[src/hw/rtl/mcs_pkg.sv]
package mcs_pkg;

  localparam int unsigned WindowLenDef = 10;
  localparam int unsigned WindowLenMax = 16;
  localparam int unsigned CfgIdxW      = 3;
  localparam int unsigned CfgDataW     = 16;
  localparam int unsigned SumW         = 20;
  localparam int unsigned QueueDepth   = 2;

  localparam logic [CfgIdxW-1:0] RegCalibEnable = 3'd0;
  localparam logic [CfgIdxW-1:0] RegSmoothMode  = 3'd1;
  localparam logic [CfgIdxW-1:0] RegXLow        = 3'd2;
  localparam logic [CfgIdxW-1:0] RegXHigh       = 3'd3;
  localparam logic [CfgIdxW-1:0] RegYLow        = 3'd4;
  localparam logic [CfgIdxW-1:0] RegYHigh       = 3'd5;
  localparam logic [CfgIdxW-1:0] RegZLow        = 3'd6;
  localparam logic [CfgIdxW-1:0] RegZHigh       = 3'd7;

  localparam logic [1:0] ModeOff     = 2'd0;
  localparam logic [1:0] ModeAverage = 2'd1;
  localparam logic [1:0] ModeTrimmed = 2'd2;

  typedef struct packed {
    logic signed [15:0] raw_x;
    logic signed [15:0] raw_y;
    logic signed [15:0] raw_z;
  } sample_in_t;

  typedef struct packed {
    logic signed [15:0] out_x;
    logic signed [15:0] out_y;
    logic signed [15:0] out_z;
  } sample_out_t;

  // Work packet from the front (calibration) to the back (smoothing).
  typedef struct packed {
    logic [1:0]         mode;
    logic signed [15:0] val_x;
    logic signed [15:0] val_y;
    logic signed [15:0] val_z;
  } work_t;

  function automatic logic signed [15:0] sat16(input logic signed [47:0] v);
    logic signed [15:0] r;
    if (v > 48'sd32767) r = 16'sh7fff;
    else if (v < -48'sd32768) r = -16'sh8000;
    else r = v[15:0];
    return r;
  endfunction

endpackage

[src/hw/rtl/magnetometer_calibrate_smooth.sv]
// Three-axis magnetometer hard/soft-iron calibration and moving-average
// smoothing. Each transaction in carries one raw sample and yields exactly one
// transaction out. The front end subtracts (low+high)/2 per axis and scales by
// avg_halfspan/axis_halfspan through a shared bit-serial divider for each axis
// with a non-zero half-span (S_WAIT forms the product, S_MUL starts the
// divider, S_DIV waits for it); a zero half-span leaves the offset value
// unscaled. The front end takes a new transaction only once the last one has
// been pushed into the queue. A two-entry queue decouples it from the back end,
// which in average and trimmed modes updates the WINDOW_LEN-deep history ring
// and running sums as it takes a packet, then per axis scans the ring for min
// and max (trimmed mode) and divides by WINDOW_LEN (WINDOW_LEN-2 after trimming)
// through a registered reciprocal multiply. The back end takes a new packet only
// once its last result has been accepted, so an output stall holds it;
// throughput is set by the slower of the two ends. Registers should be written
// only while the block is idle; the ring and sums clear only on reset.
module magnetometer_calibrate_smooth #(
  parameter int unsigned WINDOW_LEN = mcs_pkg::WindowLenDef
) (
  input  logic                           clk_i,
  input  logic                           rst_ni,
  input  logic                           in_valid_i,
  output logic                           in_ready_o,
  input  mcs_pkg::sample_in_t            in_data_i,
  output logic                           out_valid_o,
  input  logic                           out_ready_i,
  output mcs_pkg::sample_out_t           out_data_o,
  input  logic                           cfg_we_i,
  input  logic [mcs_pkg::CfgIdxW-1:0]    cfg_idx_i,
  input  logic [mcs_pkg::CfgDataW-1:0]   cfg_data_i
);
  import mcs_pkg::*;

  // Configuration registers
  logic               calib_enable_q;
  logic [1:0]         smooth_mode_q;
  logic signed [15:0] cal_q [6];

  always_ff @(posedge clk_i or negedge rst_ni) begin
    if (!rst_ni) begin
      calib_enable_q <= 1'b0;
      smooth_mode_q  <= ModeOff;
      for (int i = 0; i < 6; i++) cal_q[i] <= '0;
    end else if (cfg_we_i) begin
      case (cfg_idx_i)
        RegCalibEnable: calib_enable_q <= cfg_data_i[0];
        RegSmoothMode:  smooth_mode_q  <= cfg_data_i[1:0];
        RegXLow:        cal_q[0] <= cfg_data_i;
        RegXHigh:       cal_q[1] <= cfg_data_i;
        RegYLow:        cal_q[2] <= cfg_data_i;
        RegYHigh:       cal_q[3] <= cfg_data_i;
        RegZLow:        cal_q[4] <= cfg_data_i;
        RegZHigh:       cal_q[5] <= cfg_data_i;
        default: ;
      endcase
    end
  end

  logic  q_push, q_full, q_pop, q_empty;
  work_t q_wdata, q_rdata;

  mcs_front u_front (
    .clk_i, .rst_ni,
    .in_valid_i,
    .in_ready_o,
    .in_data_i,
    .calib_enable_i(calib_enable_q),
    .smooth_mode_i (smooth_mode_q),
    .cal_i         (cal_q),
    .wr_valid_o    (q_push),
    .wr_ready_i    (!q_full),
    .wr_data_o     (q_wdata)
  );

  mcs_queue u_queue (
    .clk_i, .rst_ni,
    .push_i (q_push),
    .full_o (q_full),
    .data_i (q_wdata),
    .pop_i  (q_pop),
    .empty_o(q_empty),
    .data_o (q_rdata)
  );

  mcs_back #(.WindowLen(WINDOW_LEN)) u_back (
    .clk_i, .rst_ni,
    .rd_empty_i (q_empty),
    .rd_pop_o   (q_pop),
    .rd_data_i  (q_rdata),
    .out_valid_o,
    .out_ready_i,
    .out_data_o
  );
endmodule

[src/hw/rtl/mcs_div.sv]
// Signed restoring divider, truncation toward zero, one quotient bit per cycle.
module mcs_div (
  input  logic               clk_i,
  input  logic               rst_ni,
  input  logic               start_i,
  input  logic signed [47:0] num_i,
  input  logic signed [19:0] den_i,
  output logic               done_o,
  output logic signed [47:0] quo_o
);
  import mcs_pkg::*;

  logic [47:0] rem_q, rem_d, quo_q, quo_d, num_q, num_d;
  logic [19:0] den_q, den_d;
  logic        neg_q, neg_d, busy_q, busy_d, done_q, done_d;
  logic [5:0]  cnt_q, cnt_d;
  logic [48:0] trial;

  always_comb begin
    rem_d = rem_q; quo_d = quo_q; num_d = num_q; den_d = den_q;
    neg_d = neg_q; busy_d = busy_q; cnt_d = cnt_q; done_d = 1'b0;
    trial = '0;
    if (start_i) begin
      num_d  = num_i[47] ? 48'(-num_i) : num_i;
      den_d  = den_i[19] ? 20'(-den_i) : den_i;
      neg_d  = num_i[47] ^ den_i[19];
      rem_d  = '0;
      quo_d  = '0;
      cnt_d  = 6'd47;
      busy_d = 1'b1;
    end else if (busy_q) begin
      trial = {rem_q, num_q[cnt_q]};
      if (trial >= {29'd0, den_q}) begin
        rem_d = 48'(trial - {29'd0, den_q});
        quo_d = quo_q | (48'd1 << cnt_q);
      end else begin
        rem_d = trial[47:0];
      end
      if (cnt_q == 6'd0) begin
        busy_d = 1'b0;
        done_d = 1'b1;
      end else begin
        cnt_d = cnt_q - 6'd1;
      end
    end
  end

  always_ff @(posedge clk_i or negedge rst_ni) begin
    if (!rst_ni) begin
      busy_q <= 1'b0;
      done_q <= 1'b0;
      cnt_q  <= '0;
    end else begin
      busy_q <= busy_d;
      done_q <= done_d;
      cnt_q  <= cnt_d;
    end
  end

  always_ff @(posedge clk_i) begin
    rem_q <= rem_d; quo_q <= quo_d; num_q <= num_d; den_q <= den_d; neg_q <= neg_d;
  end

  assign done_o = done_q;
  assign quo_o  = neg_q ? 48'(-quo_q) : quo_q;
endmodule

[src/hw/rtl/mcs_front.sv]
// Calibration: offset, scale by avg/half per axis through a shared divider.
module mcs_front (
  input  logic                 clk_i,
  input  logic                 rst_ni,
  input  logic                 in_valid_i,
  output logic                 in_ready_o,
  input  mcs_pkg::sample_in_t  in_data_i,
  input  logic                 calib_enable_i,
  input  logic [1:0]           smooth_mode_i,
  input  logic signed [15:0]   cal_i [6],
  output logic                 wr_valid_o,
  input  logic                 wr_ready_i,
  output mcs_pkg::work_t       wr_data_o
);
  import mcs_pkg::*;

  // ceil(2^17/3): exact floor(n/3) for n below 2^17
  localparam logic [16:0] Recip3 = 17'((2**17 + 2) / 3);

  typedef enum logic [2:0] {S_IDLE, S_MUL, S_DIV, S_WAIT, S_PUSH} state_e;

  state_e             state_q;
  logic [1:0]         axis_q;
  logic signed [15:0] val_q [3];
  logic signed [16:0] offs [3];
  logic signed [16:0] half [3];
  logic signed [18:0] hsum;
  logic [18:0]        hmag;
  logic [35:0]        hprod;
  logic signed [16:0] avg;
  logic signed [16:0] avg_q;
  logic signed [17:0] d_q;
  logic signed [47:0] prod_q;
  logic               div_start;
  logic               div_done;
  logic signed [47:0] div_quo;
  logic signed [17:0] hsel;

  always_comb begin
    for (int i = 0; i < 3; i++) begin
      offs[i] = 17'((18'(cal_i[2*i]) + 18'(cal_i[2*i+1])) / 2);
      half[i] = 17'((18'(cal_i[2*i+1]) - 18'(cal_i[2*i])) / 2);
    end
    hsum = 19'(half[0]) + 19'(half[1]) + 19'(half[2]);
    // hsum/3 toward zero by reciprocal multiply on the magnitude
    hmag  = hsum[18] ? 19'(-hsum) : 19'(hsum);
    hprod = hmag * Recip3;
    avg   = hsum[18] ? -$signed(hprod[33:17]) : $signed(hprod[33:17]);
    hsel = 18'(half[axis_q]);
  end

  assign div_start = (state_q == S_MUL);

  mcs_div u_div (
    .clk_i, .rst_ni,
    .start_i(div_start),
    .num_i  (prod_q),
    .den_i  (20'(hsel)),
    .done_o (div_done),
    .quo_o  (div_quo)
  );

  always_ff @(posedge clk_i or negedge rst_ni) begin
    if (!rst_ni) begin
      state_q <= S_IDLE;
      axis_q  <= '0;
      avg_q   <= '0;
    end else begin
      avg_q <= avg;
      case (state_q)
        S_IDLE: if (in_valid_i) begin
          val_q[0] <= in_data_i.raw_x;
          val_q[1] <= in_data_i.raw_y;
          val_q[2] <= in_data_i.raw_z;
          axis_q   <= '0;
          state_q  <= calib_enable_i ? S_WAIT : S_PUSH;
          d_q      <= 18'(in_data_i.raw_x) - 18'(offs[0]);
        end
        S_WAIT: begin
          if (half[axis_q] == '0) begin
            val_q[axis_q] <= sat16(48'(d_q));
            if (axis_q == 2'd2) state_q <= S_PUSH;
            else begin
              axis_q <= axis_q + 2'd1;
              d_q <= 18'(val_q[axis_q + 2'd1]) - 18'(offs[axis_q + 2'd1]);
            end
          end else begin
            prod_q  <= 48'(d_q * avg_q);
            state_q <= S_MUL;
          end
        end
        S_MUL: state_q <= S_DIV;
        S_DIV: if (div_done) begin
          val_q[axis_q] <= sat16(div_quo);
          if (axis_q == 2'd2) state_q <= S_PUSH;
          else begin
            axis_q  <= axis_q + 2'd1;
            d_q     <= 18'(val_q[axis_q + 2'd1]) - 18'(offs[axis_q + 2'd1]);
            state_q <= S_WAIT;
          end
        end
        S_PUSH: if (wr_ready_i) state_q <= S_IDLE;
        default: state_q <= S_IDLE;
      endcase
    end
  end

  assign in_ready_o = (state_q == S_IDLE);
  assign wr_valid_o = (state_q == S_PUSH);
  assign wr_data_o  = '{mode: smooth_mode_i, val_x: val_q[0], val_y: val_q[1],
                        val_z: val_q[2]};

  a_push_from_idle: assert property (@(posedge clk_i) disable iff (!rst_ni)
    (in_valid_i && in_ready_o) |=> !in_ready_o) else $error("front reaccepted");
  a_push_holds: assert property (@(posedge clk_i) disable iff (!rst_ni)
    (wr_valid_o && !wr_ready_i) |=> wr_valid_o) else $error("push dropped");
  a_div_only_mul: assert property (@(posedge clk_i) disable iff (!rst_ni)
    div_done |-> state_q == S_DIV) else $error("stray divide");
endmodule

[src/hw/rtl/mcs_queue.sv]
// Small FIFO between calibration and smoothing.
module mcs_queue #(
  parameter int unsigned Depth = mcs_pkg::QueueDepth
) (
  input  logic           clk_i,
  input  logic           rst_ni,
  input  logic           push_i,
  output logic           full_o,
  input  mcs_pkg::work_t data_i,
  input  logic           pop_i,
  output logic           empty_o,
  output mcs_pkg::work_t data_o
);
  import mcs_pkg::*;

  localparam int unsigned PtrW = (Depth > 1) ? $clog2(Depth) : 1;

  work_t            mem_q [Depth];
  logic [PtrW-1:0]  wp_q, rp_q;
  logic [PtrW:0]    cnt_q;

  assign full_o  = (cnt_q == (PtrW+1)'(Depth));
  assign empty_o = (cnt_q == '0);
  assign data_o  = mem_q[rp_q];

  always_ff @(posedge clk_i) begin
    if (push_i && !full_o) mem_q[wp_q] <= data_i;
  end

  always_ff @(posedge clk_i or negedge rst_ni) begin
    if (!rst_ni) begin
      wp_q <= '0; rp_q <= '0; cnt_q <= '0;
    end else begin
      if (push_i && !full_o)
        wp_q <= (wp_q == PtrW'(Depth-1)) ? '0 : wp_q + 1'b1;
      if (pop_i && !empty_o)
        rp_q <= (rp_q == PtrW'(Depth-1)) ? '0 : rp_q + 1'b1;
      cnt_q <= cnt_q + (PtrW+1)'(push_i && !full_o) - (PtrW+1)'(pop_i && !empty_o);
    end
  end
endmodule

[src/hw/rtl/mcs_back.sv]
// Smoothing: ring update, min/max scan over cycles, divide by the window (less two when trimmed).
module mcs_back #(
  parameter int unsigned WindowLen = mcs_pkg::WindowLenDef
) (
  input  logic                  clk_i,
  input  logic                  rst_ni,
  input  logic                  rd_empty_i,
  output logic                  rd_pop_o,
  input  mcs_pkg::work_t        rd_data_i,
  output logic                  out_valid_o,
  input  logic                  out_ready_i,
  output mcs_pkg::sample_out_t  out_data_o
);
  import mcs_pkg::*;

  localparam int unsigned IdxW    = $clog2(WindowLen);
  // Divide by the window through ceil(2^24/d); exact for magnitudes below 2^20.
  localparam int unsigned RecipSh = 24;
  localparam int unsigned ProdW   = SumW + RecipSh + 1;
  localparam logic [RecipSh:0] RecipAvg =
    (RecipSh+1)'(((64'd1 << RecipSh) + 64'(WindowLen) - 64'd1) / 64'(WindowLen));
  localparam logic [RecipSh:0] RecipTrim =
    (RecipSh+1)'(((64'd1 << RecipSh) + 64'(WindowLen) - 64'd3) / 64'(WindowLen - 2));

  typedef enum logic [2:0] {S_IDLE, S_SCAN, S_START, S_DIV, S_OUT} state_e;

  state_e             state_q;
  logic signed [15:0] ring_q [WindowLen][3];
  logic signed [SumW-1:0] sum_q [3];
  logic [IdxW-1:0]    slot_q, scan_q;
  logic [1:0]         axis_q;
  logic               trim_q;
  logic signed [15:0] val_q [3];
  logic signed [15:0] mx_q, mn_q, h;
  logic signed [SumW:0]   num;
  logic [SumW-1:0]        num_mag;
  logic [ProdW-1:0]       prod_q;
  logic                   neg_q;
  logic [SumW:0]          quo_mag;
  logic signed [SumW+1:0] quo;

  assign h = ring_q[scan_q][axis_q];
  assign num = trim_q ? (SumW+1)'(sum_q[axis_q] - SumW'(mx_q) - SumW'(mn_q))
                      : (SumW+1)'(sum_q[axis_q]);
  assign num_mag = num[SumW] ? SumW'(-num) : SumW'(num);
  assign quo_mag = prod_q[ProdW-1:RecipSh];
  assign quo     = neg_q ? -$signed({1'b0, quo_mag}) : $signed({1'b0, quo_mag});

  always_ff @(posedge clk_i or negedge rst_ni) begin
    if (!rst_ni) begin
      state_q <= S_IDLE;
      slot_q  <= '0;
      scan_q  <= '0;
      axis_q  <= '0;
      trim_q  <= 1'b0;
      for (int i = 0; i < 3; i++) sum_q[i] <= '0;
      for (int j = 0; j < WindowLen; j++)
        for (int i = 0; i < 3; i++) ring_q[j][i] <= '0;
    end else begin
      case (state_q)
        S_IDLE: if (!rd_empty_i) begin
          val_q[0] <= rd_data_i.val_x;
          val_q[1] <= rd_data_i.val_y;
          val_q[2] <= rd_data_i.val_z;
          if (rd_data_i.mode == ModeAverage || rd_data_i.mode == ModeTrimmed) begin
            sum_q[0] <= sum_q[0] - SumW'(ring_q[slot_q][0]) + SumW'(rd_data_i.val_x);
            sum_q[1] <= sum_q[1] - SumW'(ring_q[slot_q][1]) + SumW'(rd_data_i.val_y);
            sum_q[2] <= sum_q[2] - SumW'(ring_q[slot_q][2]) + SumW'(rd_data_i.val_z);
            ring_q[slot_q][0] <= rd_data_i.val_x;
            ring_q[slot_q][1] <= rd_data_i.val_y;
            ring_q[slot_q][2] <= rd_data_i.val_z;
            slot_q <= (slot_q == IdxW'(WindowLen-1)) ? '0 : slot_q + 1'b1;
            trim_q <= (rd_data_i.mode == ModeTrimmed);
            axis_q <= '0;
            scan_q <= '0;
            mx_q   <= -16'sh8000;
            mn_q   <= 16'sh7fff;
            state_q <= (rd_data_i.mode == ModeTrimmed) ? S_SCAN : S_START;
          end else begin
            state_q <= S_OUT;
          end
        end
        S_SCAN: begin
          if (h > mx_q) mx_q <= h;
          if (h < mn_q) mn_q <= h;
          if (scan_q == IdxW'(WindowLen-1)) state_q <= S_START;
          else scan_q <= scan_q + 1'b1;
        end
        S_START: begin
          prod_q  <= num_mag * (trim_q ? RecipTrim : RecipAvg);
          neg_q   <= num[SumW];
          state_q <= S_DIV;
        end
        S_DIV: begin
          val_q[axis_q] <= sat16(48'(quo));
          if (axis_q == 2'd2) state_q <= S_OUT;
          else begin
            axis_q  <= axis_q + 2'd1;
            scan_q  <= '0;
            mx_q    <= -16'sh8000;
            mn_q    <= 16'sh7fff;
            state_q <= trim_q ? S_SCAN : S_START;
          end
        end
        S_OUT: if (out_ready_i) state_q <= S_IDLE;
        default: state_q <= S_IDLE;
      endcase
    end
  end

  assign rd_pop_o    = (state_q == S_IDLE) && !rd_empty_i;
  assign out_valid_o = (state_q == S_OUT);
  assign out_data_o  = '{out_x: val_q[0], out_y: val_q[1], out_z: val_q[2]};

  a_pop_once: assert property (@(posedge clk_i) disable iff (!rst_ni)
    rd_pop_o |=> !rd_pop_o) else $error("double pop");
  a_out_holds: assert property (@(posedge clk_i) disable iff (!rst_ni)
    (out_valid_o && !out_ready_i) |=> (out_valid_o && $stable(out_data_o)))
    else $error("result dropped");
  a_slot_range: assert property (@(posedge clk_i) disable iff (!rst_ni)
    slot_q <= IdxW'(WindowLen-1)) else $error("slot out of window");
endmodule

[config.mk]
export PLATFORM = sky130hd
export DESIGN_NAME = magnetometer_calibrate_smooth
export DESIGN_NICKNAME = d
export VERILOG_FILES = /design/src/hw/rtl/mcs_pkg.sv /design/src/hw/rtl/magnetometer_calibrate_smooth.sv /design/src/hw/rtl/mcs_div.sv /design/src/hw/rtl/mcs_front.sv /design/src/hw/rtl/mcs_queue.sv /design/src/hw/rtl/mcs_back.sv
export SDC_FILE = /design/constraint.sdc
export NUM_CORES = 2
export LEC_CHECK = 0
export ABC_AREA = 1
export ABC_CLOCK_PERIOD_IN_PS = 11200
export BUFFER_PORTS_ARGS = -buffer_cell sky130_fd_sc_hd__buf_2
export CORE_MARGIN = 1.5
export CORE_UTILIZATION = 25
export CTS_BUF_LIST = sky130_fd_sc_hd__clkbuf_2
export CTS_CLUSTER_DIAMETER = 150
export DETAILED_ROUTE_END_ITERATION = 16
export SLEW_MARGIN = 40
export SYNTH_ARGS = -nofsm -noshare
export SYNTH_HDL_FRONTEND = slang
export SYNTH_HIERARCHICAL = 1
export SYNTH_SLANG_ARGS = --single-unit
[constraint.sdc]
create_clock -name clk_i -period 11.2 [get_ports clk_i]
set_input_delay 0.56 -clock clk_i [delete_from_list [all_inputs] [get_ports clk_i]]
set_output_delay 0.56 -clock clk_i [all_outputs]
set_load 0.02 [all_outputs]
==> flow_summary_export.csv <==
group,metric,value,unit
drt,detailedRoute.firstIterationViolations,9127,
drt,finalWirelength,359,mm
drt,drcViolationCount,0,
placed_design,post-place-cells,18700,
worst_hold_path,whs_path_depth,4,
cts,worstSkewPairLatency,1.69,ns
critical_path,r2r_cells,55,
timing,max-slew-margin-rel,37.8,%
cts,clockBufferDepth,4,
synth,synth_top_family_by_area,"simple AND/OR/NAND/NOR gates",
critical_path,critical_path.startpoint_type,"register",
floorplan,dieArea,0.416,mm^2
placed_design,hpwl,266,mm
timing,final-hold-violation-count,0,
cts,tritoncts_num_sinks,1168,
timing,setup_viol,0,
timing,finClkSkew,0.267,ns
floorplan,chipWidth,645,um
critical_path,max_stage_delay,0.60,ns
final_layout,area_growth,12.2,%
synth,asyncSetResetFlopFracSynth,58.8,%
flow_run,max_cap_viol_count,0,
grt,first_pass_grt_wire_length,542,mm
synth,synth_fa_ha_area_share,21.4,%
synth,ys_types,83,
cts,cts_tree,"built",
timing,worstMarginPinSlew,0.933,ns
synth,synth_compound_area_share,13.3,%
final_layout,stdcell_count,19400,
synth,netlist_instances,13400,
timing,grt_setup_unrepaired,"true",
grt,grt_start_max_net_pins,150,
final_layout,num-nets-final,15200,
synth,postSynthRegisterBits,1168,
drt,postRouteAntennaNets,0,
timing,clock.fmax,94.1,MHz
grt,total_grt_usage,16.7,%
floorplan,die_height,645,um
placed_design,gpl.final_weighted_congestion,0.940,
synth,synth_edf_count,385,
timing,finalWorstPathRequiredPeriod,10.63,ns
synth,yosys.area_share.xor_xnor,3.50,%
worst_hold_path,worst_hold_path_type,"primary input to register",
critical_path,critical_path_end_type,"register",
drt,dr_total_vias,92500,
grt,antenna_found_initial,73,
cts,cts.reportedPaths.clkPinSlew,0.12,ns
placed_design,worst_slack_at_placement,-0.0539,ns
synth,synth_warnings,6,
floorplan,cell_rows,235,
critical_path,timing.setup.critical_path_class,"register to register",
synth,synth.area.mux_share,0.107,%
floorplan,floorplan.initialDensity,25.1,%
drt,detail_route.first_pass.iterations,8,
outcome,outcome,"finished clean",
grt,first_global_vias,89400,
timing,finalSetupTns,0,ns
critical_path,critical_path_required,12.66,ns
timing,timing.final.ws_setup,0.573,ns
placed_design,placement.io_buffers,121,
drt,drt-vias-per-instance,4.76,
drt,post_drt_wl_per_cell,18.5,um
synth,ys_seq_area_share,29.8,%
floorplan,design.core.area,0.410,mm^2
critical_path,crit_fanout,5,
critical_path,crit_arrival,12.08,ns
final_layout,nFillCells,44700,
final_layout,layout-drive-gt1-share,9.25,%
grt,grt.overflow.total,0,
synth,synth_area,0.103,mm^2
timing,final_min_period_over_clock_period,94.9,%
synth,yosys_most_used_dff,"sky130_fd_sc_hd__dfrtp_1",
critical_path,timing.reg2reg.setup_slack,0.57,ns
cts,cts_root_buf,"sky130_fd_sc_hd__clkbuf_2",
timing,report.final.slew_viol_count,0,
floorplan,io-pin-count,122,
critical_path,path_common_cell,"sky130_fd_sc_hd__inv_1",
synth,syn_avg_cell_area,7.67,um^2
cts,clock_tree.htree_level_count,5,
synth,post_synth_and_or_nand_nor_area_fraction,21.5,%
cts,number_of_cts_inserted_buffers,318,
critical_path,slowest_stage,"sky130_fd_sc_hd__fa_1",
## critical path: cells and delay by family, from the launching register on
kind	cells	cell delay [ns]
and+or+nand+nor	17	2.16
DFF	1	0.39
AOI/OAI and AO/OA	8	1.37
xor gates and xnor gates	6	1.04
adders and majority gates	12	4.51
buffers and inverters	12	1.09
## placed cells by master, fill, tap and decap left out, types with 454 or more instances in the layout
master and n:
sky130_fd_sc_hd__a21oi_1 600, sky130_fd_sc_hd__clkbuf_2 454, sky130_fd_sc_hd__dfrtp_1 679, sky130_fd_sc_hd__fa_1 638, sky130_fd_sc_hd__ha_1 711, sky130_fd_sc_hd__inv_1 2114, sky130_fd_sc_hd__nand2_1 3168, sky130_fd_sc_hd__nand3_1 629
sky130_fd_sc_hd__nor2_1 961, sky130_fd_sc_hd__o21ai_0 1101
## path summary, 6_finish.rpt
check | endpoint | start
hold / removal | u_front/val_q[0][9] | in_data_i[41]
hold reg to reg | u_queue/mem_q[1][48] | smooth_mode_q[0]
max in group asynchronous | cal_q[44] | rst_ni
min in group asynchronous | u_front/state_q[2] | rst_ni
setup / recovery | u_front/avg_q[8] | cal_q[0]
setup reg to reg | u_front/avg_q[8] | cal_q[0]
## flip-flops by register name (all words and copies together), names as in the netlist, 60 cells and up
name           cells
cal_q             96
u_back/ring_q    480
u_back/sum_q      60
u_front/val_q     64
u_queue/mem_q    100
## cell usage after synthesis, drive strengths merged, types with 81 or more instances
cell type	number	share of area (%)
nand4	125	0.77
dfrtp	687	17
xnor2	97	0.83
nand2	3246	12
a22oi	240	1.8
a21oi	640	3.2
ha	729	8.9
edfxtp	385	11
nand3	655	3.3
inv	2153	7.9
o221ai	81	0.69
fa	643	13
dfxtp	96	1.9
xor2	297	2.7
nor2	1021	3.8
o21ai	1173	5.7
nor3	125	0.64
buf	146	0.90
clkbuf	436	1.6
## layout make-up
| type | instances | area (um^2) | share of cell area [%] |
|---|---|---|---|
| sequential | 1168 | 30700 | 26.6 |
| inverter | 2163 | 8150 | 7.05 |
| timing repair buffer | 565 | 4590 | 3.97 |
| multi-input combinational | 9519 | 62500 | 54.1 |
| antenna | 14 | 35.0 | 0.0303 |
| clock buffer | 454 | 2270 | 1.97 |
| tap | 5451 | 6820 | 5.90 |
| clock inverter | 86 | 487 | 0.421 |
## routing by layer
| layer | share of wire (%) | track usage, % | vias up |
|---|---|---|---|
| met5 | 0.045 | 0 | - |
| met4 | 5.0 | 7.55 | 24 |
| met3 | 7.5 | 2.74 | 773 |
| met2 | 44 | 26.4 | 3594 |
| met1 | 43 | 22.4 | 44100 |
| li1 | - | - | 44000 |
## cells by family after synthesis
logic type,count (synthesis)
buf+inv,2745
flops,1168
other cells,2
compound gates,2405
simple gates,5333
xor+xnor,394
mux,11
fa+ha+maj,1372
## metrics by stage
step	hold WS (ns)	utilization, %	instance area [um^2]
after detailed placement	0.450	26.9	110000
after global routing	0.0662	28.2	116000
after global placement	0.453	26.8	110000
after floorplan	0.264	-	103000
after CTS	0.00372	28.0	115000
final	0.253	28.2	116000
## what timing repair did
action | 4_1_cts | 5_1_grt
setup buffers | 0 | 18
endpoints found under the setup margin | 0 | 17
hold buffers | 156 | 0
resized for setup | 0 | 167
endpoints found under the hold margin | 792 | 0
Power is left out: the tool's default activity adds up to more than one toggle a clock period on the data nets, which glitch-free logic cannot reach.
